===== config.mk =====
export PLATFORM = sky130hd
export DESIGN_NAME = ebe_ctrl
export DESIGN_NICKNAME = d
export VERILOG_FILES = /design/src/ebe_pkg.sv /design/src/ebe_ctrl.sv
export SDC_FILE = /design/constraint.sdc
export NUM_CORES = 1
export LEC_CHECK = 0
export BUFFER_PORTS_ARGS = -buffer_cell sky130_fd_sc_hd__buf_2
export CAP_MARGIN = 20
export CORE_ASPECT_RATIO = 0.7
export CORE_MARGIN = 4
export CORE_UTILIZATION = 35
export CTS_BUF_LIST = sky130_fd_sc_hd__clkbuf_8
export DETAILED_ROUTE_END_ITERATION = 7
export GPL_ROUTABILITY_DRIVEN = 0
export PLACE_DENSITY_LB_ADDON = 0.2
export REMOVE_ABC_BUFFERS = 1
export SETUP_SLACK_MARGIN = 0.2
export SLEW_MARGIN = 10
export SYNTH_ARGS = -nofsm -noshare
export SYNTH_HDL_FRONTEND = slang
export SYNTH_SLANG_ARGS = --single-unit
export TNS_END_PERCENT = 5

===== constraint.sdc =====
create_clock -name clk -period 3.75 [get_ports clk]
set_clock_uncertainty 0.15 [all_clocks]
set_input_delay 0.5625 -clock clk [delete_from_list [all_inputs] [get_ports clk]]
set_output_delay 0.5625 -clock clk [all_outputs]
set_load 0.01 [all_outputs]

===== src/ebe_pkg.sv =====
// Shared types, constants and request codes of the exponential blur engine.
package ebe_pkg;

  localparam int MAX_WIDTH   = 64;
  localparam int MAX_HEIGHT  = 64;
  localparam int PIXEL_BYTES = 4;
  localparam int ALPHA_BITS  = 16;
  localparam int ACC_FRAC    = 7;
  localparam int COL_BITS    = $clog2(MAX_WIDTH);
  localparam int ROW_BITS    = $clog2(MAX_HEIGHT);
  localparam int ADDR_BITS   = COL_BITS + ROW_BITS;
  localparam int DEPTH       = MAX_WIDTH * MAX_HEIGHT;
  localparam int DIM_BITS    = 7;
  localparam int ACC_BITS    = 16;
  localparam int CFG_BITS    = 16;
  localparam int CIDX_BITS   = 2;

  localparam logic [1:0] REQ_WRITE = 2'd0;
  localparam logic [1:0] REQ_RUN   = 2'd1;
  localparam logic [1:0] REQ_READ  = 2'd2;

  localparam logic [CIDX_BITS-1:0] CFG_WIDTH  = 2'd0;
  localparam logic [CIDX_BITS-1:0] CFG_HEIGHT = 2'd1;
  localparam logic [CIDX_BITS-1:0] CFG_ALPHA  = 2'd2;
  localparam logic [CIDX_BITS-1:0] CFG_ENABLE = 2'd3;

  localparam logic [DIM_BITS-1:0]   WIDTH_RST  = 7'd64;
  localparam logic [DIM_BITS-1:0]   HEIGHT_RST = 7'd64;
  localparam logic [ALPHA_BITS-1:0] ALPHA_RST  = 16'd44788;

  typedef struct packed {
    logic [1:0]          req_type;
    logic [COL_BITS-1:0] col;
    logic [ROW_BITS-1:0] row;
    logic [31:0]         pixel_in;
  } req_t;

  typedef struct packed {
    logic [31:0] pixel_out;
    logic        done_res;
  } rsp_t;

  typedef struct packed {
    logic [DIM_BITS-1:0]   width;
    logic [DIM_BITS-1:0]   height;
    logic [ALPHA_BITS-1:0] alpha;
    logic                  enable;
  } cfg_t;

  typedef struct packed {
    logic                 rd_en;
    logic [ADDR_BITS-1:0] rd_addr;
    logic                 wr_en;
    logic [ADDR_BITS-1:0] wr_addr;
    logic [31:0]          wr_data;
  } mem_cmd_t;

  typedef struct packed {
    logic seed;
    logic mul;
    logic wb;
  } filt_ctl_t;

endpackage


===== src/ebe_ctrl.sv =====
// Request sequencer: pixel access, blur pass walk and result hand-off.
module ebe_ctrl (
  input  logic                clk,
  input  logic                rst,
  input  logic                req_valid,
  input  ebe_pkg::req_t       req,
  output logic                req_stall,
  input  ebe_pkg::cfg_t       cfg,
  input  logic                rsp_free,
  output logic                rsp_load,
  output ebe_pkg::rsp_t       rsp_word,
  output ebe_pkg::mem_cmd_t   mem_cmd,
  input  logic [31:0]         rd_data,
  output ebe_pkg::filt_ctl_t  fctl,
  input  logic [31:0]         filt_data
);

  typedef enum logic [6:0] {
    S_IDLE   = 7'b0000001,
    S_RDWAIT = 7'b0000010,
    S_REPLY  = 7'b0000100,
    S_ISSUE  = 7'b0001000,
    S_SEED   = 7'b0010000,
    S_MUL    = 7'b0100000,
    S_WB     = 7'b1000000
  } state_t;

  state_t state;
  state_t state_next;

  logic                          col_pass;
  logic [ebe_pkg::ROW_BITS-1:0]  outer;
  logic signed [7:0]             inner;
  logic                          bwd;
  logic                          seed_pend;
  logic [31:0]                   res_pix;
  logic                          res_done;

  logic [ebe_pkg::DIM_BITS-1:0]  w_eff;
  logic [ebe_pkg::DIM_BITS-1:0]  h_eff;
  logic [ebe_pkg::DIM_BITS-1:0]  len_o;
  logic [ebe_pkg::DIM_BITS-1:0]  len_i;
  logic signed [7:0]             fwd_last;
  logic signed [7:0]             bwd_first;
  logic                          accept;
  logic                          fwd_over;
  logic                          bwd_over;
  logic                          last_line;
  logic                          issue_rd;
  logic [ebe_pkg::ADDR_BITS-1:0] req_addr;
  logic [ebe_pkg::ADDR_BITS-1:0] cur_addr;
  logic [ebe_pkg::ADDR_BITS-1:0] seed_addr;

  assign w_eff = (cfg.width > ebe_pkg::DIM_BITS'(ebe_pkg::MAX_WIDTH))
               ? ebe_pkg::DIM_BITS'(ebe_pkg::MAX_WIDTH) : cfg.width;
  assign h_eff = (cfg.height > ebe_pkg::DIM_BITS'(ebe_pkg::MAX_HEIGHT))
               ? ebe_pkg::DIM_BITS'(ebe_pkg::MAX_HEIGHT) : cfg.height;
  assign len_o = col_pass ? w_eff : h_eff;
  assign len_i = col_pass ? h_eff : w_eff;
  assign bwd_first = $signed({1'b0, len_i}) - 8'sd2;
  assign fwd_last  = col_pass ? bwd_first : ($signed({1'b0, len_i}) - 8'sd1);
  assign fwd_over  = !bwd && (inner > fwd_last);
  assign bwd_over  = bwd && (inner < 8'sd0);
  assign last_line = ({1'b0, outer} == (len_o - 7'd1));
  assign issue_rd  = (state == S_ISSUE) && (seed_pend || (!fwd_over && !bwd_over));

  assign accept    = req_valid && (state == S_IDLE);
  assign req_stall = (state != S_IDLE);
  assign req_addr  = {req.row, req.col};
  assign cur_addr  = col_pass ? {inner[ebe_pkg::ROW_BITS-1:0], outer}
                              : {outer, inner[ebe_pkg::COL_BITS-1:0]};
  assign seed_addr = col_pass ? {{ebe_pkg::ROW_BITS{1'b0}}, outer}
                              : {outer, {ebe_pkg::COL_BITS{1'b0}}};

  assign rsp_load           = (state == S_REPLY) && rsp_free;
  assign rsp_word.pixel_out = res_pix;
  assign rsp_word.done_res  = res_done;

  assign fctl.seed = (state == S_SEED);
  assign fctl.mul  = (state == S_MUL);
  assign fctl.wb   = (state == S_WB);

  always_comb begin
    mem_cmd.rd_en   = (accept && req.req_type == ebe_pkg::REQ_READ) || issue_rd;
    mem_cmd.rd_addr = (state == S_IDLE) ? req_addr : (seed_pend ? seed_addr : cur_addr);
    mem_cmd.wr_en   = (accept && req.req_type == ebe_pkg::REQ_WRITE) || (state == S_WB);
    mem_cmd.wr_addr = (state == S_IDLE) ? req_addr : cur_addr;
    mem_cmd.wr_data = (state == S_IDLE) ? req.pixel_in : filt_data;
  end

  always_comb begin
    state_next = state;
    unique case (state)
      S_IDLE: begin
        if (accept) begin
          if (req.req_type == ebe_pkg::REQ_READ) begin
            state_next = S_RDWAIT;
          end else if (req.req_type == ebe_pkg::REQ_RUN && cfg.enable &&
                       w_eff != '0 && h_eff != '0) begin
            state_next = S_ISSUE;
          end else begin
            state_next = S_REPLY;
          end
        end
      end
      S_RDWAIT: state_next = S_REPLY;
      S_REPLY: begin
        if (rsp_free) begin
          state_next = S_IDLE;
        end
      end
      S_ISSUE: begin
        if (seed_pend) begin
          state_next = S_SEED;
        end else if (bwd_over && last_line && col_pass) begin
          state_next = S_REPLY;
        end else if (!fwd_over && !bwd_over) begin
          state_next = S_MUL;
        end
      end
      S_SEED:  state_next = S_ISSUE;
      S_MUL:   state_next = S_WB;
      S_WB:    state_next = S_ISSUE;
      default: state_next = S_IDLE;
    endcase
  end

  always_ff @(posedge clk) begin
    if (rst) begin
      state <= S_IDLE;
    end else begin
      state <= state_next;
    end
  end

  always_ff @(posedge clk) begin
    unique case (state)
      S_IDLE: begin
        if (accept) begin
          res_pix   <= '0;
          res_done  <= (req.req_type == ebe_pkg::REQ_WRITE) ||
                       (req.req_type == ebe_pkg::REQ_RUN) ||
                       (req.req_type == ebe_pkg::REQ_READ);
          col_pass  <= 1'b0;
          outer     <= '0;
          inner     <= '0;
          bwd       <= 1'b0;
          seed_pend <= 1'b1;
        end
      end
      S_RDWAIT: res_pix <= rd_data;
      S_ISSUE: begin
        if (!seed_pend) begin
          if (fwd_over) begin
            bwd   <= 1'b1;
            inner <= bwd_first;
          end else if (bwd_over) begin
            seed_pend <= 1'b1;
            if (last_line) begin
              col_pass <= 1'b1;
              outer    <= '0;
            end else begin
              outer <= outer + 1'b1;
            end
          end
        end
      end
      S_SEED: begin
        seed_pend <= 1'b0;
        bwd       <= 1'b0;
        inner     <= col_pass ? 8'sd1 : 8'sd0;
      end
      S_WB: inner <= bwd ? (inner - 8'sd1) : (inner + 8'sd1);
      S_REPLY, S_MUL: begin
      end
      default: begin
      end
    endcase
  end

endmodule


=== Word-level counts from Yosys, hierarchy flattened ===
Index checks and enable logic that the tools add are counted.

* Register bits after elaboration: 57
* Bits in latches: 0
* Memory bits (writable): 0
* Bits in read-only memories: 0
* Input port bits: 145
* Output and inout bits: 96
* Logic and storage cells: 121
* Memories: 0

* Add/subtract/negate cells: 6
* $mul: 0
* Divide/modulo/power cells: 0
* Magnitude comparators: 4
* Equality and inequality tests: 19
* Shift-type cells: 0
* Muxes and demuxes: 47
* Bitwise logic cells: 0
* Reduce and logical (&&, ||, !) cells: 37

{| class="wikitable"
|+ Operator list
! kind !! count
|-
| 32-bit two-way mux || 2
|-
| 32-bit case mux with 2 select lines || 1
|-
| 7-bit two-way mux || 9
|-
| 12-bit two-way mux || 5
|-
| 7-bit case mux with 6 select lines || 1
|-
| 8-bit two-way mux || 5
|-
| 8-bit case mux with 4 select lines || 1
|-
| 6-bit two-way mux || 5
|-
| 7-bit > comparator, second input constant || 2
|-
| 2-bit inequality test, second input constant || 7
|-
| 7-bit nonzero test || 2
|-
| 1-bit logical AND || 13
|-
| 1-bit two-way mux || 12
|-
| 6-bit case mux with 2 select lines || 1
|-
| 8-bit by 2-bit adder with 8-bit output, second input constant || 1
|-
| 8-bit > comparator || 1
|-
| 8-bit by 1-bit less-than comparator with 1-bit output, second input constant || 1
|-
| 4-bit two-way mux || 2
|-
| 4-bit AND reduction || 2
|-
| 7-bit by 1-bit subtractor with 8-bit output, second input constant || 1
|-
| 7-bit by 2-bit subtractor with 8-bit output, second input constant || 1
|-
| 8-bit by 2-bit subtractor with 8-bit output, second input constant || 1
|-
| 6-bit by 7-bit equality test with 1-bit output || 1
|-
| 7-bit by 1-bit equality test with 1-bit output, second input constant || 1
|-
| 25 further kinds || 35
|}

=== Longest topological paths before layout ===
Gate-level depths: netlist (run 1).

* Depth after elaboration: 13
* Gate-level depth with buffers: 17
* Gate-level depth less buffers: 15

=== Worst setup path before layout (run 1) ===
Ideal clock, no wire load.

* Kind: flip-flop to output port
* From: register col_pass
* To: output mem_cmd[57] (netlist name)
* Arrival time: 3.337 ns
* Required time: 3.037 ns
* Slack: -0.300 ns
* Cell stages (with the launch flop): 18
* Buffers on the path: 4
* Cells stage by stage: edfxtp_1 -> buf_2 -> buf_2 -> buf_1 -> clkbuf_1 -> a31oi_1 -> ha_1 -> nand4_1 -> o21ai_0 -> a221oi_1 -> a21oi_1 -> ha_1 -> a21o_1 -> a2111o_1 -> nand2b_1 -> o31a_1 -> a21oi_1 -> o22ai_1

{| class="wikitable"
|+ RTL lines
! element !! RTL line !! RTL
|-
| start: declaration || ebe_ctrl.sv:31 || <nowiki>logic col_pass;</nowiki>
|-
| start signal: assignment || ebe_ctrl.sv:144 || <nowiki>col_pass <= 1'b0;</nowiki>
|-
| start signal: assignment || ebe_ctrl.sv:160 || <nowiki>col_pass <= 1'b1;</nowiki>
|-
| end: declaration || ebe_ctrl.sv:12 || <nowiki>output ebe_pkg::mem_cmd_t mem_cmd,</nowiki>
|}

==> impl_results.html, run 1 <==
<table>
<tr><th>Metric</th><th>Value</th></tr>
<tr><th colspan="2">Die</th></tr>
<tr><td>Area of the placeable core</td><td>12420 sq um</td></tr>
<tr><td>Die height</td><td>102.1 microns</td></tr>
<tr><td>Placement row count</td><td>34</td></tr>
<tr><td>Full die area</td><td>14550 sq um</td></tr>
<tr><td>Width of the chip</td><td>142.5 microns</td></tr>
<tr><td>I/O pin total</td><td>241</td></tr>
<tr><td>Initial core utilization</td><td>35.67%</td></tr>
<tr><th colspan="2">Setup path</th></tr>
<tr><td>Element type at the critical path end</td><td>output port</td></tr>
<tr><td>Req. time, crit path</td><td>3040 ps</td></tr>
<tr><td>Crit path kind</td><td>register to output port</td></tr>
<tr><td>Peak fanout along the critical path</td><td>8</td></tr>
<tr><td>Category of the worst setup path launch point</td><td>register</td></tr>
<tr><td>Data arrival time of the critical path</td><td>3350 ps</td></tr>
<tr><th colspan="2">Cells and area</th></tr>
<tr><td>Footprint of the flip-flops and latches</td><td>1642 sq um</td></tr>
<tr><td>Final-stage net count</td><td>964</td></tr>
<tr><td>Fillers</td><td>1201</td></tr>
<tr><td>Layout cell share with drive strength beyond 1</td><td>40.22%</td></tr>
<tr><td>Number of diodes</td><td>0</td></tr>
<tr><td>Top library cells by usage in the layout, fill and taps aside</td><td>224 x sky130_fd_sc_hd__buf_2, 129 x sky130_fd_sc_hd__nand2_1, 50 x sky130_fd_sc_hd__edfxtp_1, 41 x sky130_fd_sc_hd__nor2_1, 41 x sky130_fd_sc_hd__buf_4</td></tr>
<tr><td>Final Cell Area</td><td>6344 sq um</td></tr>
<tr><td>Leading cell type in the layout, fill and taps excluded</td><td>sky130_fd_sc_hd__buf_2</td></tr>
<tr><td>Area taken by multi-input logic gates</td><td>2749 sq um</td></tr>
<tr><td>Growth of design area from synthesis to finish</td><td>43.18%</td></tr>
<tr><td>Layout Utilization</td><td>51.07%</td></tr>
<tr><th colspan="2">Clock network</th></tr>
<tr><td>Clk sinks</td><td>57</td></tr>
<tr><td>Cell at the root of the clock tree</td><td>sky130_fd_sc_hd__clkbuf_8</td></tr>
<tr><td>H-Tree Depth</td><td>3</td></tr>
<tr><td>Hold Buf Count CTS</td><td>0</td></tr>
<tr><td>Clock transition at the registers of the reported paths</td><td>70 ps</td></tr>
<tr><td>TritonCTS buffer count</td><td>9</td></tr>
<tr><td>Clock latency of the later-clocked register in the worst-skew pair</td><td>340 ps</td></tr>
<tr><td>Bufs on Longest Clock Path</td><td>2</td></tr>
<tr><td>TritonCTS clock tree</td><td>yes</td></tr>
<tr><th colspan="2">Place</th></tr>
<tr><td>Detail Placement HPWL</td><td>12.45 mm</td></tr>
<tr><td>Post-Place Cell Area</td><td>5964 sq um</td></tr>
<tr><td>Worst setup slack before clock tree synthesis</td><td>-177.2 ps</td></tr>
<tr><td>Number of input and output port buffers inserted</td><td>224</td></tr>
<tr><th colspan="2">Logic synthesis</th></tr>
<tr><td>Async set or reset register ratio after synthesis</td><td>0%</td></tr>
<tr><td>Distinct cells, synth</td><td>61</td></tr>
<tr><td>Number of enable-type register cells in the synthesized netlist</td><td>50</td></tr>
<tr><td>Top FF cell, synth</td><td>sky130_fd_sc_hd__edfxtp_1</td></tr>
<tr><td>Proportion of synthesized chip area in sequential cells</td><td>37.05%</td></tr>
<tr><td>Synthesized area</td><td>4430 sq um</td></tr>
<tr><td>Biggest area consumer among synthesized cells</td><td>sky130_fd_sc_hd__edfxtp_1</td></tr>
<tr><td>Cell count after synthesis</td><td>544</td></tr>
<tr><td>Synth Area per Inst</td><td>8.144 sq um</td></tr>
<tr><td>Top-area cell type share of the netlist area</td><td>33.89%</td></tr>
<tr><td>Count of state elements after synthesis</td><td>57</td></tr>
<tr><td>Number of warning messages in the yosys log</td><td>0</td></tr>
<tr><td>Area contributors post-synth</td><td>sky130_fd_sc_hd__edfxtp_1 34%, sky130_fd_sc_hd__nand2_1 11%, sky130_fd_sc_hd__ha_1 5.6%, sky130_fd_sc_hd__and2_1 5.2%, sky130_fd_sc_hd__a21oi_1 3.7%</td></tr>
<tr><th colspan="2">Global routing</th></tr>
<tr><td>Residual overflow from global routing</td><td>0</td></tr>
<tr><td>Maximum number of pins on one net before global-route repair</td><td>61</td></tr>
<tr><td>Antenna violations before repair</td><td>0</td></tr>
<tr><td>Global-route wire length before repair</td><td>23.73 mm</td></tr>
<tr><td>GRT Overall Usage</td><td>20.22%</td></tr>
<tr><td>Via count of the first global-routing pass</td><td>4787</td></tr>
<tr><th colspan="2">Timing</th></tr>
<tr><td>RSZ-0062 raised after global routing</td><td>yes</td></tr>
<tr><td>Fraction of the cycle the final worst path needs</td><td>108.2%</td></tr>
<tr><td>Setup Viol. Count Final</td><td>1</td></tr>
<tr><td>Slew Limit Fails</td><td>0</td></tr>
<tr><td>Number of failing hold endpoints at the final stage</td><td>0</td></tr>
<tr><td>Shortest period the worst path allows</td><td>4058 ps</td></tr>
<tr><td>Remaining max-slew budget at the tightest pin</td><td>37.81%</td></tr>
<tr><td>Sum Neg Setup Slack</td><td>-307.5 ps</td></tr>
<tr><td>Least setup slack across all paths after layout</td><td>-307.5 ps</td></tr>
<tr><td>Worst hold-check slack</td><td>288.7 ps</td></tr>
<tr><td>FMAX</td><td>0.2465 GHz</td></tr>
<tr><td>Actual transition at the worst max-transition pin</td><td>931.5 ps</td></tr>
<tr><th colspan="2">Outcome</th></tr>
<tr><td>Violations in the final reports</td><td>negative setup slack</td></tr>
<tr><td>Status</td><td>finished with violations</td></tr>
<tr><th colspan="2">Hold path</th></tr>
<tr><td>Hold crit path type</td><td>input port to register</td></tr>
<tr><th colspan="2">Detailed routing</th></tr>
<tr><td>Post-detailed-route DRC marker count</td><td>0</td></tr>
<tr><td>Vias per std cell</td><td>5.101</td></tr>
<tr><td>DRT Wirelength</td><td>15.52 mm</td></tr>
<tr><td>Routed len/inst</td><td>16.08 microns</td></tr>
<tr><td>First-pass DRT Iterations</td><td>5</td></tr>
<tr><td>First-iteration detailed-routing DRC count</td><td>394</td></tr>
<tr><td>Overall via count from detail_route</td><td>4922</td></tr>
<tr><td>Number of antenna-violating nets in the routed design</td><td>0</td></tr>
<tr><th colspan="2">Job</th></tr>
<tr><td>Max-cap viol count</td><td>0</td></tr>
<tr><th colspan="2">Power</th></tr>
<tr><td>Pleak</td><td>0.003066 uW</td></tr>
<tr><td>Pwr Density</td><td>493.6 nW/um^2</td></tr>
<tr><td>Max rail drop VDD</td><td>0.2727 mV</td></tr>
</table>
-- state kept, by name, summed over array words and instances, names as in the netlist --
signal	cells
res_done	1
inner	8
bwd	1
seed_pend	1
res_pix	32
col_pass	1
outer	6
state	7
-- worst max-delay path: stages (launching register included) --
cell and delay [ps]:
sky130_fd_sc_hd__edfxtp_1 450, sky130_fd_sc_hd__buf_6 180, sky130_fd_sc_hd__buf_6 120, sky130_fd_sc_hd__a31oi_1 170, sky130_fd_sc_hd__and2_1 200, sky130_fd_sc_hd__nand2_2 80, sky130_fd_sc_hd__a211oi_2 250, sky130_fd_sc_hd__nand3_1 110
sky130_fd_sc_hd__ha_1 310, sky130_fd_sc_hd__inv_2 70, sky130_fd_sc_hd__a21oi_4 170, sky130_fd_sc_hd__o31ai_4 90, sky130_fd_sc_hd__buf_4 130, sky130_fd_sc_hd__o31a_1 260, sky130_fd_sc_hd__a21oi_2 150, sky130_fd_sc_hd__o22ai_1 80
sky130_fd_sc_hd__buf_2 180
-- layout make-up --
cell class	count	share of cell area, %
Tap cell	162	3.195
Clock inverter	7	0.5917
Multi-Input combinational cell	439	43.33
Inverter	20	1.183
Sequential cell	57	25.88
Timing Repair Buffer	271	23.87
Clock buffer	9	1.953
-- worst paths after layout --
kind | to | depth (start not counted) | slack [ps] | from
max | mem_cmd[57] | 16 | -310 | col_pass
min | state[4] | 2 | 290 | rst
max reg2reg | inner[2] | 16 | 150 | col_pass
min reg2reg | state[5] | 3 | 510 | inner[7]
-- kinds of logic after synthesis --
logic type,Yosys count,share of synthesized area (%)
buffers and inverters,48,4.208
XOR/XNOR,20,3.954
adder cells (fa/ha/maj),21,6.100
AND/OR/NAND/NOR,294,32.96
flip-flops,57,37.05
AO/OA/AOI/OAI,101,15.05
multiplexers,3,0.6778
-- cell usage after synthesis, types with 4 or more instances --
master                     count
sky130_fd_sc_hd__inv_1        19
sky130_fd_sc_hd__clkbuf_1     22
sky130_fd_sc_hd__xnor2_1      11
sky130_fd_sc_hd__edfxtp_1     50
sky130_fd_sc_hd__o22ai_1       4
sky130_fd_sc_hd__a21oi_1      33
sky130_fd_sc_hd__nor3_1        4
sky130_fd_sc_hd__ha_1         20
sky130_fd_sc_hd__nand3_1      12
sky130_fd_sc_hd__a21o_1        5
sky130_fd_sc_hd__nor3b_1      12
sky130_fd_sc_hd__and3b_1       6
sky130_fd_sc_hd__nand2_1     132
sky130_fd_sc_hd__or3_1         4
sky130_fd_sc_hd__or2_2         4
sky130_fd_sc_hd__nor2_1       41
sky130_fd_sc_hd__nor4_1        5
sky130_fd_sc_hd__a31oi_1      17
sky130_fd_sc_hd__and2_1       37
sky130_fd_sc_hd__nand2b_1     16
sky130_fd_sc_hd__o21bai_1      6
sky130_fd_sc_hd__o21ai_0      12
sky130_fd_sc_hd__xor2_1        9
sky130_fd_sc_hd__nand4_1       4
sky130_fd_sc_hd__dfxtp_1       7
-- timing repair --
action                                 4_1_cts  5_1_grt
endpoints found under the hold margin        0        0
setup buffers                                3        4
setup endpoints to repair                   17       47
gates resized for setup                     19       19
pin swaps                                   16       11
-- report_power, final --
| group | switching (uW) | internal [uW] | leakage (uW) |
|---|---|---|---|
| registers | 105 | 820 | 0.000550 |
| clock network | 252 | 231 | 0.0000799 |
| logic | 988 | 736 | 0.00244 |
-- per-stage QoR --
| step | total power (uW) | std cells |
|---|---|---|
| floorplan | 1875 | 516 |
| global placement | 2525 | 942 |
| detailed placement | 2571 | 942 |
| CTS | 3083 | 961 |
| global route | 3376 | 965 |
| finish | 3131 | 965 |
-- metal layers --
metal / vias to the layer above / track usage, % / routed length [microns]
met3: 20 / 3.976 / 1050
met4: 0 / 5.040 / 236
met1: 2316 / 26.07 / 6598
met2: 166 / 35.17 / 7632
met5: - / 0 / 0
li1: 2420 / - / -
No activity file was read; power rests on OpenSTA's default activity.
==> run 2, diff against run 1 <==
--- a/config.mk
+++ b/config.mk
@@ -5,13 +5,13 @@
 export SDC_FILE = /design/constraint.sdc
 export NUM_CORES = 1
 export LEC_CHECK = 0
-export BUFFER_PORTS_ARGS = -buffer_cell sky130_fd_sc_hd__buf_2
 export CAP_MARGIN = 20
 export CORE_ASPECT_RATIO = 0.7
 export CORE_MARGIN = 4
 export CORE_UTILIZATION = 35
 export CTS_BUF_LIST = sky130_fd_sc_hd__clkbuf_8
 export DETAILED_ROUTE_END_ITERATION = 7
+export DONT_BUFFER_PORTS = 1
 export GPL_ROUTABILITY_DRIVEN = 0
 export PLACE_DENSITY_LB_ADDON = 0.2
 export REMOVE_ABC_BUFFERS = 1
==> run 2 against run 1 <==
  * Critical path depth unchanged
  * The run still ends with negative setup slack left
  * Clock power increased by 16%
  * Critical path type unchanged
  * Cell count decreased by 24%
  * Combinational power decreased by 22%
  * Setup slack improved by 40 ps
==> impl_results.html, run 2 (synthesis results as in run 1) <==
<table>
<tr><th>Metric</th><th>Value</th></tr>
<tr><th colspan="2">Timing</th></tr>
<tr><td>Remaining max-slew budget at the tightest pin</td><td>36.22%</td></tr>
<tr><td>Shortest period the worst path allows</td><td>4017 ps</td></tr>
<tr><td>Setup Viol. Count Final</td><td>1</td></tr>
<tr><td>FMAX</td><td>0.2489 GHz</td></tr>
<tr><td>Fraction of the cycle the final worst path needs</td><td>107.1%</td></tr>
<tr><td>Sum Neg Setup Slack</td><td>-267.1 ps</td></tr>
<tr><td>Slew Limit Fails</td><td>0</td></tr>
<tr><td>RSZ-0062 raised after global routing</td><td>yes</td></tr>
<tr><td>Least setup slack across all paths after layout</td><td>-267.1 ps</td></tr>
<tr><td>Actual transition at the worst max-transition pin</td><td>955.3 ps</td></tr>
<tr><td>Number of failing hold endpoints at the final stage</td><td>0</td></tr>
<tr><th colspan="2">Place</th></tr>
<tr><td>Post-Place Cell Area</td><td>4771 sq um</td></tr>
<tr><td>Placed Instances</td><td>710</td></tr>
<tr><td>Number of input and output port buffers inserted</td><td>0</td></tr>
<tr><td>Detail Placement HPWL</td><td>11.38 mm</td></tr>
<tr><th colspan="2">Global routing</th></tr>
<tr><td>Antenna violations before repair</td><td>0</td></tr>
<tr><td>Maximum number of pins on one net before global-route repair</td><td>61</td></tr>
<tr><td>Residual overflow from global routing</td><td>0</td></tr>
<tr><td>GRT Overall Usage</td><td>18.08%</td></tr>
<tr><td>Via count of the first global-routing pass</td><td>3701</td></tr>
<tr><td>Global-route wire length before repair</td><td>20.64 mm</td></tr>
<tr><th colspan="2">Detailed routing</th></tr>
<tr><td>Routed len/inst</td><td>19.24 microns</td></tr>
<tr><td>DRT Wirelength</td><td>14.12 mm</td></tr>
<tr><td>Vias per std cell</td><td>5.446</td></tr>
<tr><td>Overall via count from detail_route</td><td>3997</td></tr>
<tr><td>First-pass DRT Iterations</td><td>5</td></tr>
<tr><td>First-iteration detailed-routing DRC count</td><td>288</td></tr>
<tr><td>Post-detailed-route DRC marker count</td><td>0</td></tr>
<tr><td>Number of antenna-violating nets in the routed design</td><td>0</td></tr>
<tr><th colspan="2">Outcome</th></tr>
<tr><td>Status</td><td>finished with violations</td></tr>
<tr><td>Violations in the final reports</td><td>negative setup slack</td></tr>
<tr><th colspan="2">Die</th></tr>
<tr><td>Placement row count</td><td>34</td></tr>
<tr><td>Initial core utilization</td><td>35.67%</td></tr>
<tr><td>Area of the placeable core</td><td>12420 sq um</td></tr>
<tr><td>Width of the chip</td><td>142.5 microns</td></tr>
<tr><td>Full die area</td><td>14550 sq um</td></tr>
<tr><td>Die height</td><td>102.1 microns</td></tr>
<tr><td>I/O pin total</td><td>241</td></tr>
<tr><th colspan="2">Setup path</th></tr>
<tr><td>Peak fanout along the critical path</td><td>7</td></tr>
<tr><td>Element type at the critical path end</td><td>output port</td></tr>
<tr><td>Category of the worst setup path launch point</td><td>register</td></tr>
<tr><td>Worst Reg2Reg Path Length in Cells</td><td>16</td></tr>
<tr><td>Data arrival time of the critical path</td><td>3300 ps</td></tr>
<tr><td>Req. time, crit path</td><td>3040 ps</td></tr>
<tr><td>Crit path kind</td><td>register to output port</td></tr>
<tr><th colspan="2">Clock network</th></tr>
<tr><td>Clk sinks</td><td>57</td></tr>
<tr><td>Clock latency of the later-clocked register in the worst-skew pair</td><td>340 ps</td></tr>
<tr><td>Bufs on Longest Clock Path</td><td>2</td></tr>
<tr><td>Cell at the root of the clock tree</td><td>sky130_fd_sc_hd__clkbuf_8</td></tr>
<tr><td>H-Tree Depth</td><td>3</td></tr>
<tr><td>Hold Buf Count CTS</td><td>0</td></tr>
<tr><td>TritonCTS clock tree</td><td>yes</td></tr>
<tr><td>TritonCTS buffer count</td><td>9</td></tr>
<tr><td>Clock transition at the registers of the reported paths</td><td>70 ps</td></tr>
<tr><th colspan="2">Hold path</th></tr>
<tr><td>WHS Path Cells</td><td>1</td></tr>
<tr><td>Hold crit path type</td><td>input port to register</td></tr>
<tr><th colspan="2">Power</th></tr>
<tr><td>Pleak</td><td>0.002133 uW</td></tr>
<tr><td>Pwr Density</td><td>553.2 nW/um^2</td></tr>
<tr><td>Max rail drop VDD</td><td>0.1998 mV</td></tr>
<tr><td>Design Power</td><td>2878 uW</td></tr>
<tr><th colspan="2">Cells and area</th></tr>
<tr><td>Layout Utilization</td><td>41.88%</td></tr>
<tr><td>Finished Layout Cells</td><td>734</td></tr>
<tr><td>Final-stage net count</td><td>733</td></tr>
<tr><td>Leading cell type in the layout, fill and taps excluded</td><td>sky130_fd_sc_hd__nand2_1</td></tr>
<tr><td>Largest registers in the final layout</td><td>res_pix: 32 flops, inner: 8 flops, state: 7 flops</td></tr>
<tr><td>Final Cell Area</td><td>5202 sq um</td></tr>
<tr><td>Number of flip-flops under the largest register name</td><td>32</td></tr>
<tr><td>Top library cells by usage in the layout, fill and taps aside</td><td>129 x sky130_fd_sc_hd__nand2_1, 50 x sky130_fd_sc_hd__edfxtp_1, 41 x sky130_fd_sc_hd__nor2_1, 36 x sky130_fd_sc_hd__and2_1, 36 x sky130_fd_sc_hd__buf_4</td></tr>
<tr><td>Growth of design area from synthesis to finish</td><td>17.42%</td></tr>
<tr><td>Layout cell share with drive strength beyond 1</td><td>16.43%</td></tr>
<tr><td>Fillers</td><td>1254</td></tr>
<tr><td>Register ranked first by flip-flop count</td><td>res_pix</td></tr>
<tr><td>Number of diodes</td><td>0</td></tr>
<tr><th colspan="2">Job</th></tr>
<tr><td>Max-cap viol count</td><td>0</td></tr>
</table>
[run 2: power by group]
part | switching (uW) | internal [uW] | leakage (uW)
clock network | 256 | 305 | 0.0000912
logic | 855 | 494 | 0.00149
registers | 144 | 825 | 0.000550
total | 1250 | 1620 | 0.00213
[run 2: layout make-up]
cell class,instances,area [sq um],share of cell area (%)
timing repair buffer,40,315.3,6.061
tap,162,202.7,3.896
multi-input combinational,439,2773,53.29
clock inverter,7,71.32,1.371
inverter,20,75.07,1.443
sequential,57,1642,31.55
clock buffer,9,123.9,2.381
[run 2: through the flow]
step	setup WS (ps)	hold WS (ps)
final	-267.1	141.4
after global placement	-114.3	496.8
after CTS	-252.6	120.4
after floorplan	-1052	413.4
after global routing	-464.7	115.6
after detailed placement	-118.2	496.1
[run 2: critical path, stage by stage (launching register included)]
cell and delay [ps]:
sky130_fd_sc_hd__edfxtp_1 430, sky130_fd_sc_hd__buf_6 160, sky130_fd_sc_hd__buf_4 150, sky130_fd_sc_hd__nor3b_2 240, sky130_fd_sc_hd__a31oi_4 50, sky130_fd_sc_hd__and2_4 170, sky130_fd_sc_hd__buf_4 140, sky130_fd_sc_hd__nand3_2 70
sky130_fd_sc_hd__xnor2_1 80, sky130_fd_sc_hd__ha_1 330, sky130_fd_sc_hd__a21o_1 170, sky130_fd_sc_hd__a2111o_1 370, sky130_fd_sc_hd__nand2b_1 80, sky130_fd_sc_hd__o31a_1 190, sky130_fd_sc_hd__a21oi_2 70, sky130_fd_sc_hd__o22ai_1 110
sky130_fd_sc_hd__buf_4 160
[run 2: path summary, 6_finish.rpt]
| path | start | end | slack (ps) |
|---|---|---|---|
| worst min register to register | inner[7] | state[5] | 530 |
| worst max-delay path | col_pass | mem_cmd[57] | -270 |
| worst min-delay path | rst | state[4] | 140 |
| worst max register to register | col_pass | col_pass | 180 |
[run 2: repair_timing]
| item | in CTS | in global routing |
|---|---|---|
| gates resized for setup | 22 | 18 |
| setup endpoints to repair | 16 | 28 |
| pin swaps | 15 | 10 |
| setup buffers | 7 | 1 |
[run 2: metal layers]
layer	vias up	track usage [%]	wire (microns)
met2	146	30.05	6874
met5	-	0	0
met1	1887	24.33	6169
met4	0	2.922	77
met3	11	4.724	999
li1	1953	-	-
==> run 3, diff against run 2 <==
--- a/config.mk
+++ b/config.mk
@@ -7,14 +7,13 @@
 export LEC_CHECK = 0
 export CAP_MARGIN = 20
 export CORE_ASPECT_RATIO = 0.7
-export CORE_MARGIN = 4
+export CORE_MARGIN = 2
 export CORE_UTILIZATION = 35
 export CTS_BUF_LIST = sky130_fd_sc_hd__clkbuf_8
 export DETAILED_ROUTE_END_ITERATION = 7
 export DONT_BUFFER_PORTS = 1
 export GPL_ROUTABILITY_DRIVEN = 0
 export PLACE_DENSITY_LB_ADDON = 0.2
-export REMOVE_ABC_BUFFERS = 1
 export SETUP_SLACK_MARGIN = 0.2
 export SLEW_MARGIN = 10
 export SYNTH_ARGS = -nofsm -noshare
==> run 3 against run 2 <==
  * The flow still finishes with violations (negative setup slack)
  * Clock power increased by 16%
  * Critical path depth decreased by 2
  * Setup slack got worse by 32 ps
  * Via count decreased by 0.35%
  * Sequential power about the same
  * Sequential cell count unchanged
  * Design area about the same
  * Non-clock buffer count decreased by 15
  * Register-to-register slack got worse by 40 ps
  * Cell count decreased by 2.0%
  * Combinational power about the same
  * First-iteration DRC count decreased by 13%
  * Critical path type unchanged
==> impl_results.html, run 3 (synthesis results as in run 1) <==
<table>
<tr><th>Metric</th><th>Value</th></tr>
<tr><th colspan="2">Clock network</th></tr>
<tr><td>H-Tree Depth</td><td>3</td></tr>
<tr><td>Bufs on Longest Clock Path</td><td>2</td></tr>
<tr><td>TritonCTS clock tree</td><td>yes</td></tr>
<tr><td>Clock latency of the later-clocked register in the worst-skew pair</td><td>340 ps</td></tr>
<tr><td>Cell at the root of the clock tree</td><td>sky130_fd_sc_hd__clkbuf_8</td></tr>
<tr><td>Clock transition at the registers of the reported paths</td><td>70 ps</td></tr>
<tr><td>Clk sinks</td><td>57</td></tr>
<tr><td>Hold Buf Count CTS</td><td>0</td></tr>
<tr><td>TritonCTS buffer count</td><td>9</td></tr>
<tr><th colspan="2">Cells and area</th></tr>
<tr><td>Area taken by multi-input logic gates</td><td>2841 sq um</td></tr>
<tr><td>Growth of design area from synthesis to finish</td><td>17.45%</td></tr>
<tr><td>Footprint of the flip-flops and latches</td><td>1642 sq um</td></tr>
<tr><td>Final-stage net count</td><td>718</td></tr>
<tr><td>Fillers</td><td>1224</td></tr>
<tr><td>Register ranked first by flip-flop count</td><td>res_pix</td></tr>
<tr><td>Number of flip-flops under the largest register name</td><td>32</td></tr>
<tr><td>Largest registers in the final layout</td><td>res_pix: 32 flops, inner: 8 flops, state: 7 flops</td></tr>
<tr><td>Leading cell type in the layout, fill and taps excluded</td><td>sky130_fd_sc_hd__nand2_1</td></tr>
<tr><td>Top library cells by usage in the layout, fill and taps aside</td><td>129 x sky130_fd_sc_hd__nand2_1, 50 x sky130_fd_sc_hd__edfxtp_1, 39 x sky130_fd_sc_hd__nor2_1, 35 x sky130_fd_sc_hd__and2_1, 31 x sky130_fd_sc_hd__a21oi_1</td></tr>
<tr><td>Number of diodes</td><td>0</td></tr>
<tr><td>Layout cell share with drive strength beyond 1</td><td>15.80%</td></tr>
<tr><th colspan="2">Timing</th></tr>
<tr><td>Actual transition at the worst max-transition pin</td><td>754.4 ps</td></tr>
<tr><td>Setup Viol. Count Final</td><td>1</td></tr>
<tr><td>Shortest period the worst path allows</td><td>4049 ps</td></tr>
<tr><td>FMAX</td><td>0.2470 GHz</td></tr>
<tr><td>Remaining max-slew budget at the tightest pin</td><td>49.71%</td></tr>
<tr><td>Slew Limit Fails</td><td>0</td></tr>
<tr><td>Least setup slack across all paths after layout</td><td>-298.9 ps</td></tr>
<tr><td>Fraction of the cycle the final worst path needs</td><td>108.0%</td></tr>
<tr><td>RSZ-0062 raised after global routing</td><td>yes</td></tr>
<tr><td>Sum Neg Setup Slack</td><td>-298.9 ps</td></tr>
<tr><td>Number of failing hold endpoints at the final stage</td><td>0</td></tr>
<tr><th colspan="2">Global routing</th></tr>
<tr><td>Maximum number of pins on one net before global-route repair</td><td>44</td></tr>
<tr><td>Residual overflow from global routing</td><td>0</td></tr>
<tr><td>GRT Overall Usage</td><td>19.54%</td></tr>
<tr><td>Antenna violations before repair</td><td>0</td></tr>
<tr><td>Via count of the first global-routing pass</td><td>3670</td></tr>
<tr><td>Global-route wire length before repair</td><td>20.82 mm</td></tr>
<tr><th colspan="2">Detailed routing</th></tr>
<tr><td>First-pass DRT Iterations</td><td>4</td></tr>
<tr><td>Number of antenna-violating nets in the routed design</td><td>0</td></tr>
<tr><td>Post-detailed-route DRC marker count</td><td>0</td></tr>
<tr><td>Routed len/inst</td><td>19.31 microns</td></tr>
<tr><td>First-iteration detailed-routing DRC count</td><td>250</td></tr>
<tr><td>Overall via count from detail_route</td><td>3983</td></tr>
<tr><td>DRT Wirelength</td><td>13.88 mm</td></tr>
<tr><td>Vias per std cell</td><td>5.540</td></tr>
<tr><th colspan="2">Setup path</th></tr>
<tr><td>Element type at the critical path end</td><td>output port</td></tr>
<tr><td>Buffering stage count on the worst path with inverters included</td><td>1</td></tr>
<tr><td>Instance count on the critical path</td><td>14</td></tr>
<tr><td>Data arrival time of the critical path</td><td>3340 ps</td></tr>
<tr><td>Worst Reg2Reg Path Length in Cells</td><td>15</td></tr>
<tr><td>Capture instance of the worst register-to-register path</td><td>inner[5]</td></tr>
<tr><td>Startpoint of the worst-slack reg-to-reg timing path</td><td>col_pass</td></tr>
<tr><td>CP top delay family</td><td>compound AO/OA/AOI/OAI gates</td></tr>
<tr><td>Worst reg2reg setup slack</td><td>140 ps</td></tr>
<tr><td>Category of the worst setup path launch point</td><td>register</td></tr>
<tr><td>Crit path kind</td><td>register to output port</td></tr>
<tr><td>Peak fanout along the critical path</td><td>7</td></tr>
<tr><td>Ordered list of cells on the worst path</td><td>buf_12, nand3_2, o31a_1, ha_2, nand2_4, nand3_2, xnor2_1, ha_1, a21o_1, a2111o_1, nand2b_1, o31a_1, a21oi_2, o22ai_2</td></tr>
<tr><td>Worst path slowest cell</td><td>sky130_fd_sc_hd__edfxtp_1</td></tr>
<tr><td>Req. time, crit path</td><td>3040 ps</td></tr>
<tr><td>Worst setup path startpoint</td><td>col_pass</td></tr>
<tr><td>Max stage delay on crit path</td><td>450 ps</td></tr>
<tr><td>Worst Setup EP</td><td>mem_cmd[57]</td></tr>
<tr><th colspan="2">Die</th></tr>
<tr><td>Width of the chip</td><td>138.5 microns</td></tr>
<tr><td>Initial core utilization</td><td>35.79%</td></tr>
<tr><td>Die height</td><td>98.14 microns</td></tr>
<tr><td>Full die area</td><td>13590 sq um</td></tr>
<tr><td>I/O pin total</td><td>241</td></tr>
<tr><td>Placement row count</td><td>34</td></tr>
<tr><td>Area of the placeable core</td><td>12380 sq um</td></tr>
<tr><th colspan="2">Place</th></tr>
<tr><td>Number of input and output port buffers inserted</td><td>0</td></tr>
<tr><td>Detail Placement HPWL</td><td>10.89 mm</td></tr>
<tr><th colspan="2">Power</th></tr>
<tr><td>Design Power</td><td>2946 uW</td></tr>
<tr><td>Switching power</td><td>1254 uW</td></tr>
<tr><td>Sequential fraction of design power</td><td>32.9%</td></tr>
<tr><td>Share of total power consumed by net switching</td><td>42.58%</td></tr>
<tr><td>Pleak</td><td>0.002110 uW</td></tr>
<tr><td>Cell-internal power</td><td>1691 uW</td></tr>
<tr><td>Clock Power Share</td><td>22.0%</td></tr>
<tr><td>Fraction of power consumed by combinational cells</td><td>45.1%</td></tr>
<tr><td>Max rail drop VDD</td><td>0.2164 mV</td></tr>
<tr><td>Pwr Density</td><td>566.1 nW/um^2</td></tr>
<tr><th colspan="2">Outcome</th></tr>
<tr><td>Violations in the final reports</td><td>negative setup slack</td></tr>
<tr><td>Status</td><td>finished with violations</td></tr>
<tr><th colspan="2">Hold path</th></tr>
<tr><td>Hold crit path type</td><td>input port to register</td></tr>
<tr><td>Hold path startpoint</td><td>rst</td></tr>
<tr><th colspan="2">Job</th></tr>
<tr><td>Max-cap viol count</td><td>0</td></tr>
<tr><th colspan="2">Logic synthesis</th></tr>
<tr><td>Total nets after synthesis</td><td>710</td></tr>
</table>
## run 3: worst min path at each step
stage | end | slack [ps] | cells after the start
4_1_cts | state[4] | 120 | 1
2_1_floorplan | state[5] | 450 | 3
3_5_place_dp | state[4] | 500 | 1
6_report | state[4] | 140 | 1
5_1_grt | state[4] | 130 | 1
3_3_place_gp | state[4] | 490 | 1
## run 3: layer usage
| layer | vias to the layer above | global-route usage (%) | share of wire (%) |
|---|---|---|---|
| met5 | - | 0 | 0 |
| met4 | 0 | 4.396 | 1.3 |
| met3 | 13 | 4.904 | 7.0 |
| met2 | 156 | 32.41 | 48 |
| met1 | 1888 | 25.97 | 44 |
| li1 | 1926 | - | - |
## run 3: stage by stage
step	setup slack, ps	utilization (%)	hold slack, ps	cell area [sq um]	cells
finish	-298.9	42.04	141.3	5204	719
global route	-515.1	42.04	132.4	5204	719
floorplan	134.8	-	453.8	4596	544
detailed placement	-77.18	38.63	498.9	4782	695
global placement	22.37	38.63	494.6	4782	695
CTS	-269.9	40.91	121.1	5065	715
## run 3: repair_timing
action,CTS,global route
gates resized for setup,9,18
endpoints found under the setup margin,18,32
pin swaps,2,7
buffers inserted,4,3
cloned,0,1
## run 3: layout make-up
cell class,instances,share of cell area (%)
inverters,20,1.539
flip-flops and latches,57,31.55
multi-input cells,439,54.60
clock inverters,6,1.587
clock buffers,10,2.645
well taps,162,3.895
repair buffers,25,4.184
## run 3: power by group through the flow
stage               sequential (uW)  clock, uW  combinational [uW]
floorplan                       925          0                1020
finish                          969        648                1330
global placement                982          0                1240
CTS                             970        662                1290
detailed placement              984          0                1260
global route                    982        686                1480
